==> src/cmsc_pkg.sv <==
package cmsc_pkg;

    localparam int NUM_CORES_DEF  = 4;
    localparam int SLOTS_PER_CORE = 4;
    localparam int MBOX_COUNT     = 16;
    localparam int MBOX_IDX_W     = 4;
    localparam int MAX_CORES      = 4;

    localparam logic [7:0] WINDOW_BASE = 8'h80;
    localparam logic [7:0] CLEAR_BASE  = 8'hC0;
    localparam logic [6:0] SIZE_OK     = 7'd32;
    localparam logic [2:0] CFG_RESET   = 3'd4;

    localparam logic [2:0] ST_OK           = 3'd0;
    localparam logic [2:0] ST_BAD_SIZE     = 3'd1;
    localparam logic [2:0] ST_NOT_ASSIGNED = 3'd2;
    localparam logic [2:0] ST_WRITE_ONLY   = 3'd3;
    localparam logic [2:0] ST_UNMAPPED     = 3'd4;

    localparam logic KIND_READ  = 1'b0;
    localparam logic KIND_WRITE = 1'b1;

    // commands from the controller to the datapath
    typedef struct packed {
        logic load;   // capture the accepted item
        logic exec;   // run the access and register its result
    } t_dp_cmd;

endpackage

==> src/cmsc_ctrl.sv <==
module cmsc_ctrl (
    input  logic                 i_clk,
    input  logic                 i_rst_n,
    input  logic                 start,
    output logic                 busy,
    output logic                 o_done,
    output cmsc_pkg::t_dp_cmd    o_cmd
);

    localparam logic [1:0] S_IDLE = 2'd0;
    localparam logic [1:0] S_EXEC = 2'd1;
    localparam logic [1:0] S_DONE = 2'd2;

    logic [1:0] r_state;
    logic [1:0] n_state;
    logic       accept;

    assign busy   = (r_state == S_EXEC);
    assign o_done = (r_state == S_DONE);
    assign accept = start && !busy;

    assign o_cmd.load = accept;
    assign o_cmd.exec = (r_state == S_EXEC);

    always_comb begin
        unique case (r_state)
            S_IDLE, S_DONE: n_state = accept ? S_EXEC : S_IDLE;
            S_EXEC:         n_state = S_DONE;
            default:        n_state = S_IDLE;
        endcase
    end

    always_ff @(posedge i_clk) begin
        if (!i_rst_n) begin
            r_state <= S_IDLE;
        end else begin
            r_state <= n_state;
        end
    end

    // result strobe comes in the cycle after execution
    a_done_after_exec: assert property (@(posedge i_clk) disable iff (!i_rst_n)
        o_done |-> $past(r_state == S_EXEC))
        else $error("done without a preceding execute cycle");

    // the execute state always passes straight to the done state
    a_exec_one_cycle: assert property (@(posedge i_clk) disable iff (!i_rst_n)
        (r_state == S_EXEC) |=> (r_state == S_DONE))
        else $error("execute state held longer than one cycle");

endmodule

==> src/cmsc_dpath.sv <==
module cmsc_dpath #(
    parameter int NUM_CORES = cmsc_pkg::NUM_CORES_DEF
) (
    input  logic                 i_clk,
    input  logic                 i_rst_n,
    input  cmsc_pkg::t_dp_cmd    i_cmd,
    input  logic                 i_cfg_we,
    input  logic [2:0]           i_cfg_wdata,
    input  logic                 i_kind,
    input  logic [7:0]           i_offset,
    input  logic [31:0]          i_write_data,
    input  logic [6:0]           i_access_size,
    output logic [31:0]          o_read_data,
    output logic [2:0]           o_status,
    output logic                 o_irq_kick,
    output logic [1:0]           o_irq_core,
    output logic [3:0]           o_core_pending
);

    localparam logic [2:0] CoreLimit = 3'(NUM_CORES);

    logic [2:0]  r_cores_assigned;
    logic        r_kind;
    logic [7:0]  r_off;
    logic [31:0] r_wdata;
    logic [6:0]  r_size;
    logic [31:0] r_mbox [cmsc_pkg::MBOX_COUNT];

    logic [31:0] r_rdata;
    logic [2:0]  r_status;
    logic        r_kick;
    logic [1:0]  r_core;

    logic [1:0]                     core;
    logic [cmsc_pkg::MBOX_IDX_W-1:0] idx;
    logic [2:0]                     limit;
    logic [2:0]                     n_status;
    logic [31:0]                    n_rdata;
    logic                           n_kick;
    logic                           n_wr_set;
    logic                           n_wr_clr;

    assign core  = r_off[5:4];
    assign idx   = {r_off[5:4], r_off[3:2]};
    assign limit = (r_cores_assigned > CoreLimit) ? CoreLimit : r_cores_assigned;

    // check order: size, core, mapping, write-only window
    always_comb begin
        n_status = cmsc_pkg::ST_OK;
        n_rdata  = '0;
        n_kick   = 1'b0;
        n_wr_set = 1'b0;
        n_wr_clr = 1'b0;
        priority if (r_size != cmsc_pkg::SIZE_OK) begin
            n_status = cmsc_pkg::ST_BAD_SIZE;
        end else if ({1'b0, core} >= limit) begin
            n_status = cmsc_pkg::ST_NOT_ASSIGNED;
        end else if (r_off < cmsc_pkg::WINDOW_BASE || r_off[1:0] != 2'b00) begin
            n_status = cmsc_pkg::ST_UNMAPPED;
        end else if (r_off < cmsc_pkg::CLEAR_BASE) begin
            if (r_kind == cmsc_pkg::KIND_WRITE) begin
                n_wr_set = 1'b1;
                n_kick   = 1'b1;
            end else begin
                n_status = cmsc_pkg::ST_WRITE_ONLY;
            end
        end else begin
            if (r_kind == cmsc_pkg::KIND_WRITE) begin
                n_wr_clr = 1'b1;
                n_kick   = 1'b1;
            end else begin
                n_rdata = r_mbox[idx];
            end
        end
    end

    always_ff @(posedge i_clk) begin
        if (!i_rst_n) begin
            r_cores_assigned <= cmsc_pkg::CFG_RESET;
        end else if (i_cfg_we) begin
            r_cores_assigned <= i_cfg_wdata;
        end
    end

    always_ff @(posedge i_clk) begin
        if (i_cmd.load) begin
            r_kind  <= i_kind;
            r_off   <= i_offset;
            r_wdata <= i_write_data;
            r_size  <= i_access_size;
        end
        if (i_cmd.exec) begin
            r_rdata  <= n_rdata;
            r_status <= n_status;
            r_kick   <= n_kick;
            r_core   <= core;
        end
    end

    always_ff @(posedge i_clk) begin
        if (!i_rst_n) begin
            for (int i = 0; i < cmsc_pkg::MBOX_COUNT; i++) begin
                r_mbox[i[cmsc_pkg::MBOX_IDX_W-1:0]] <= '0;
            end
        end else if (i_cmd.exec) begin
            if (n_wr_set) begin
                r_mbox[idx] <= r_mbox[idx] | r_wdata;
            end else if (n_wr_clr) begin
                r_mbox[idx] <= r_mbox[idx] & ~r_wdata;
            end
        end
    end

    // pending per core, reflects the mailboxes after the last executed access
    always_comb begin
        o_core_pending = '0;
        for (int c = 0; c < cmsc_pkg::MAX_CORES; c++) begin
            for (int s = 0; s < cmsc_pkg::SLOTS_PER_CORE; s++) begin
                if (r_mbox[{c[1:0], s[1:0]}] != '0) begin
                    o_core_pending[c[1:0]] = 1'b1;
                end
            end
        end
    end

    assign o_read_data = r_rdata;
    assign o_status    = r_status;
    assign o_irq_kick  = r_kick;
    assign o_irq_core  = r_core;

    // a failed access never touches a mailbox
    a_no_write_on_error: assert property (@(posedge i_clk) disable iff (!i_rst_n)
        (i_cmd.exec && n_status != cmsc_pkg::ST_OK) |-> !(n_wr_set || n_wr_clr))
        else $error("mailbox written by a failed access");

    // kick is raised exactly for executed writes that pass every check
    a_kick_is_write: assert property (@(posedge i_clk) disable iff (!i_rst_n)
        i_cmd.exec |=> (r_kick == $past(n_wr_set || n_wr_clr)))
        else $error("irq kick does not match the executed write");

endmodule

==> src/core_mailbox_set_clear.sv <==
// Accepting an item (start high, busy low) enters the execute state, then the done
// state, where o_done strobes. busy is high only in the execute state, and a new
// item may be accepted in the same cycle that o_done strobes.
// Each result is valid only while o_done is high; the receiver cannot stall it.
// Reset (i_rst_n low, synchronous): clear all sixteen mailboxes, set cores_assigned
// to 4, return the controller to idle.
module core_mailbox_set_clear #(
    parameter int NUM_CORES = cmsc_pkg::NUM_CORES_DEF
) (
    input  logic        i_clk,
    input  logic        i_rst_n,
    // access request
    input  logic        start,
    output logic        busy,
    input  logic        i_kind,
    input  logic [7:0]  i_offset,
    input  logic [31:0] i_write_data,
    input  logic [6:0]  i_access_size,
    // configuration: cores_assigned
    input  logic        i_cfg_we,
    input  logic [2:0]  i_cfg_wdata,
    // result item, one strobe per access
    output logic        o_done,
    output logic [31:0] o_read_data,
    output logic [2:0]  o_status,
    output logic        o_irq_kick,
    output logic [1:0]  o_irq_core,
    output logic [3:0]  o_core_pending
);

    cmsc_pkg::t_dp_cmd cmd;

    // Controller: accept an item, run it in the execute state, strobe the result.
    cmsc_ctrl u_ctrl (
        .i_clk   (i_clk),
        .i_rst_n (i_rst_n),
        .start   (start),
        .busy    (busy),
        .o_done  (o_done),
        .o_cmd   (cmd)
    );

    // Datapath: hold the item, decode the offset, update the addressed
    // mailbox and register the result fields. The pending mask is taken
    // straight from the mailbox registers, so it already includes the
    // effect of the access being reported.
    cmsc_dpath #(
        .NUM_CORES (NUM_CORES)
    ) u_dpath (
        .i_clk          (i_clk),
        .i_rst_n        (i_rst_n),
        .i_cmd          (cmd),
        .i_cfg_we       (i_cfg_we),
        .i_cfg_wdata    (i_cfg_wdata),
        .i_kind         (i_kind),
        .i_offset       (i_offset),
        .i_write_data   (i_write_data),
        .i_access_size  (i_access_size),
        .o_read_data    (o_read_data),
        .o_status       (o_status),
        .o_irq_kick     (o_irq_kick),
        .o_irq_core     (o_irq_core),
        .o_core_pending (o_core_pending)
    );

    // an accepted item always produces its result through the execute and done states
    a_accept_to_done: assert property (@(posedge i_clk) disable iff (!i_rst_n)
        (start && !busy) |=> ##1 o_done)
        else $error("accepted item produced no result");

    // read data only on a successful read
    a_rdata_ok_only: assert property (@(posedge i_clk) disable iff (!i_rst_n)
        (o_done && o_read_data != '0) |-> (o_status == cmsc_pkg::ST_OK && !o_irq_kick))
        else $error("read data reported on a failed access or write");

endmodule
==> config.mk <==
export PLATFORM = sky130hd
export DESIGN_NAME = core_mailbox_set_clear
export DESIGN_NICKNAME = d
export VERILOG_FILES = /design/src/cmsc_pkg.sv /design/src/cmsc_ctrl.sv /design/src/cmsc_dpath.sv /design/src/core_mailbox_set_clear.sv
export SDC_FILE = /design/constraint.sdc
export NUM_CORES = 1
export LEC_CHECK = 0
export BUFFER_PORTS_ARGS = -buffer_cell sky130_fd_sc_hd__buf_2
export CORE_MARGIN = 2
export CORE_UTILIZATION = 40
export DETAILED_ROUTE_END_ITERATION = 12
export PLACE_DENSITY_LB_ADDON = 0.3
export RECOVER_POWER = 50
export SLEW_MARGIN = 20
export SYNTH_ARGS = -nofsm -noshare
export SYNTH_HDL_FRONTEND = slang
export SYNTH_HIERARCHICAL = 1
export SYNTH_SLANG_ARGS = --single-unit
==> constraint.sdc <==
create_clock -name i_clk -period 5.84 [get_ports i_clk]
set_input_delay 1.168 -clock i_clk [delete_from_list [all_inputs] [get_ports i_clk]]
set_output_delay 1.168 -clock i_clk [all_outputs]
set_load 0.02 [all_outputs]
Word-level counts from Yosys, hierarchy flattened
Memories as Yosys holds them, arrays and structs flattened. A register that Yosys moved wholly into a read port is not among the register bits.
Cells that the tools add are included.
W data, S select, Z words.
{"block": "word_totals", "ram_bits": 512, "regBits": 91, "mem_bits_ro": 0, "out_inout_bits": 44, "latchBits": 0, "input_bits": 55, "wordCells": 96, "mem_count": 1}
{"block": "op_classes", "n_bitwise": 4, "magnitude_cmp": 4, "reduce_logical": 26, "div_mod_pow": 0, "n_addsub": 0, "n_shift": 0, "mul": 0, "muxes": 47, "n_eq_ne": 3}
{"memory": "u_dpath.r_mbox", "words": 16, "width": 32, "rd": 17, "rd_ports_with_merged_regs": 1, "write_ports": 16, "line_no": "cmsc_dpath.sv:27", "source": "logic [31:0] r_mbox [cmsc_pkg::MBOX_COUNT];"}
{"cell": "$reduce_bool A32 Y1", "n": 16}
{"cell": "$mux W32", "n": 2}
{"cell": "$mux W1", "n": 37}
{"cell": "$and A32 B32 Y32", "n": 1}
{"cell": "$not A32 Y32", "n": 1}
{"cell": "$or A32 B32 Y32", "n": 1}
{"cell": "$reduce_or A32 Y1", "n": 1}
{"cell": "$lt A8 B8 Y1 const B", "n": 2}
{"cell": "$mux W3", "n": 3}
{"cell": "$mux W4", "n": 2}
{"cell": "$ne A7 B6 Y1 const B", "n": 1}
{"cell": "$reduce_or A5 Y1", "n": 1}
{"cell": "$mux W2", "n": 2}
{"cell": "$pmux W2 S2", "n": 1}
{"cell": "$reduce_or A2 Y1", "n": 2}
{"cell": "$ge A2 B3 Y1", "n": 1}
{"cell": "$gt A3 B3 Y1 const B", "n": 1}
{"cell": "$reduce_or A3 Y1", "n": 1}
{"cell": "$eq A2 B1 Y1 const B", "n": 1}
{"cell": "$eq A2 B2 Y1 const B", "n": 1}
{"cell": "$logic_not A2 Y1", "n": 1}
{"cell": "$reduce_bool A2 Y1", "n": 1}
{"cell": "$logic_and A1 B1 Y1", "n": 1}
{"cell": "$logic_not A1 Y1", "n": 1}
{"cell": "2 further kinds", "n": 2}

Longest topological paths before layout
{"block": "logic_depth", "ltp_word": 13, "ltp_mapped": 10, "ltp_nobuf": 6}

By module
The synthesis kept the hierarchy.
{"module": "cmsc_dpath", "area_per_inst_um2": 29199.3, "seq_area_each_um2": 18097.4, "instances": 1, "cells_each": 1966}
{"module": "cmsc_ctrl", "area_per_inst_um2": 96.3, "seq_area_each_um2": 40.0, "instances": 1, "cells_each": 9}

Least setup slack after synthesis
No wires, ideal clock.
{"block": "synth_timing", "path_type": "input -> register", "from": "in i_rst_n", "to": "mem u_dpath.r_mbox[0][0], enable pin", "arrival_ps": 2996, "slack_ps": 2366, "n_path_buf": 4, "path_stages": 8, "path_cell_list": "and3_1 > and4_1 > buf_2 > buf_6 > buf_6 > nand4_1 > clkbuf_1 > nand2_1"}
{"item": "from (decl)", "line_no": "core_mailbox_set_clear.sv:11", "source": "input logic i_rst_n,"}
{"item": "to (decl)", "line_no": "cmsc_dpath.sv:27"}

==> run_results.csv <==
group,metric,value,unit
floorplanning,start_util,40.29,%
floorplanning,die_x,274.6,µm
yosys,synth_top_family_by_area,"simple AND/OR/NAND/NOR gates",
floorplanning,num_io_pins,99,
clock_network,ctsResizeCount,0,
routing,drc,0,
clock_network,cts_hold_buf,0,
worst_setup_path,cp_max_fo,33,
timing,setup_tns,0,ns
placement,numPortBuffers,98,
power_and_ir_drop,p_leak,10.33,nW
timing,worstMarginPinSlew,2.295,ns
worst_setup_path,r2r_slack,1.08,ns
yosys,yosys.area_share.xor_xnor,0,%
yosys,yosysSeqAreaShare,61.91,%
global_route,grt_max_degree,72,
timing,period_share,81.84,%
worst_setup_path,critical_path.endpoint_type,"flop",
floorplanning,die_h,274.6,µm
clock_network,clock-sinks,607,
timing,timing.fmax,0.2092,GHz
yosys,synth_nets,2032,
clock_network,cts_max_level,3,
yosys,syn_area_per_cell,14.83,µm²
routing,drt_iter0_markers,2358,
status,violations,"max-capacitance violations, max-slew violations",
hold_path,min_path_type,"reg2reg",
worst_setup_path,crit_required,6.01,ns
power_and_ir_drop,p_per_area,317.8,nW/µm²
worst_setup_path,crit_family,"simple AND/OR/NAND/NOR gates",
finish,final_common_cell,"edfxtp_1",
global_route,first_global_vias,19281,
global_route,overflow,0,
routing,dr.pass1.iters,5,
worst_setup_path,path_buf_inv,2,
finish,area_delta_synth_final,9.187,%
floorplanning,rows,99,
global_route,grt_pass1_wl,131500,µm
finish,layout_common_cells,"598 x edfxtp_1, 395 x nor3_1, 136 x nor4_1, 119 x nor3_2, 96 x mux4_2",
timing,maxSlewViolCount,404,
status,status,"finished, violations left",
timing,slew_headroom,-53.03,%
worst_setup_path,worst_path_largest_cell_delay,1.52,ns
yosys,ys_seq_elements,607,
yosys,syn_inst,1975,
yosys,syn_area,29300,µm²
floorplanning,dieArea,75420,µm²
timing,skew,0.02225,ns
clock_network,cts_buffer_depth,3,
finish,layout.nets,2020,
run,maxCapViolCount,13,
floorplanning,coreArea,72710,µm²
power_and_ir_drop,ir_worst_vdd,0.1806,mV
placement,post-dp-hpwl,56110,µm
clock_network,cts_made_buffers,67,
clock_network,cts_tree,"done",
timing,layout_min_cycle_time,4.780,ns
worst_setup_path,slowest_stage,"nand2_1",
global_route,antenna_found_initial,2,
timing,grt_setup_unrepaired,"no",
placement,globalplace.congestion,0.8852,
worst_setup_path,crit_type,"in2reg",
yosys,synth_cell_types,40,
finish,antenna_cells,0,
routing,wl,91140,µm
clock_network,post_cts_buffers,0,
worst_setup_path,start_kind,"input port",
yosys,synth-compound-area-share,5.531,%
worst_setup_path,crit_chain,"clkbuf_1, and3_1, and4_2, nand4_1, buf_4, nand2_1",
worst_setup_path,crit_arrival,4.95,ns
routing,viasPerCell,6.530,
finish,drive_gt1_share,23.30,%
power_and_ir_drop,p_total,10.16,mW
yosys,synth.area.mux_share,11.01,%
yosys,yosysWarningCount,6,
timing,hold_ws,0.5298,ns
routing,wl_per_cell,30.71,µm
clock_network,clk_latency,0.61,ns
yosys,synthAdderAreaFrac,0.08542,%
clock_network,clk_pin_slew,0.06,ns
yosys,yosys.area_share.simple,17.35,%
timing,hold_viol,0,
timing,setup_viol,0,
routing,via_count,19382,
clock_network,root_buffer,"clkbuf_16",
global_route,track_usage,23.95,%
routing,ant_nets,0,
-- through the flow --
stage                     std cells  instance area, µm²  util [%]  worst slack, ns
after detailed placement       2850               30180     41.50            1.557
after global placement         2850               30160     41.48            1.681
after global routing           2968               31990     43.99           0.8415
final                          2968               31990     43.99            1.060
after CTS                      2965               32180     44.26            1.535
after floorplan                1975               29300         -            2.366
-- where the power goes --
part / internal [mW] / leakage, nW / switching [mW]
combinational: 0.358 / 3.14 / 0.729
clock: 2.28 / 0.978 / 1.72
sequential: 4.94 / 6.22 / 0.138
-- cells in the mapped netlist, drive strengths merged --
master	instances	share of area (%)
nand4	49	1.1
nand2b	1	0.021
nor3b	1	0.043
and3b	1	0.030
nor2	38	0.50
nand2	24	0.31
a22oi	32	0.82
o21ai	2	0.034
a221oi	32	2.9
mux2	35	1.3
edfxtp	598	61
a2bb2oi	32	1.2
nor3	514	11
mux4	96	7.4
clkbuf	107	1.4
clkinv	1	0.013
and3	1	0.021
dfxtp	9	0.62
ha	2	0.085
and2	4	0.085
a21oi	34	0.58
a211oi	1	0.026
and4	34	1.0
nor2b	11	0.26
nor4	136	2.9
a211o	1	0.030
mux2i	67	2.3
buf	109	2.7
inv	2	0.026
nor4b	1	0.051
-- tightest hold or removal path: cells and delay by family (launching register included) --
| family | cells | cell delay (ns) |
|---|---|---|
| flip-flops | 1 | 0.33 |
| AND/OR/NAND/NOR | 1 | 0.10 |
| multiplexers | 1 | 0.07 |
-- state kept, by name, summed over array words and instances, names as in the netlist, named ones only --
register / cells
u_dpath/o_read_data: 32
u_dpath/o_irq_core: 2
u_dpath/r_size: 7
u_dpath/r_off: 8
u_dpath/r_mbox: 512
u_ctrl/r_state: 2
u_dpath/r_wdata: 32
u_dpath/o_irq_kick: 1
u_dpath/o_status: 3
u_dpath/r_cores_assigned: 3
u_dpath/r_kind: 1
-- routing by layer --
| layer | vias up | GRT usage, % | routed length [µm] |
|---|---|---|---|
| met5 | - | 0 | 0 |
| met4 | 0 | 8.052 | 2534 |
| met3 | 159 | 5.542 | 9713 |
| met2 | 1190 | 35.99 | 40810 |
| met1 | 10000 | 34.25 | 38080 |
| li1 | 8033 | - | - |
-- final timing paths --
kind | cells after the start | from | to
max | 6 | i_rst_n | u_dpath/r_mbox[12][3]
min | 2 | u_dpath/r_cores_assigned[1] | u_dpath/r_cores_assigned[1]
max reg2reg | 5 | flop | u_dpath/r_mbox[12][31]
min reg2reg | 2 | u_dpath/r_cores_assigned[1] | u_dpath/r_cores_assigned[1]
-- kinds of logic (layout without fill, tap and decap cells) --
family                     count (synthesis)  count (layout)
buffers and inverters                    219             253
muxes                                    198             198
adders and majority gates                  2               2
DFF                                      607             607
and+or+nand+nor                          815             815
AOI/OAI and AO/OA                        134             134
-- final cells by class --
type	count	area, µm²
fill	6420	40720
sequential	607	18140
multi-input combinational	1149	9891
clock buffer	88	1777
tap	959	1200
timing repair buffer	135	732.0
clock inverter	27	226.5
inverter	3	16.27
(Power assumes the default switching activity.)
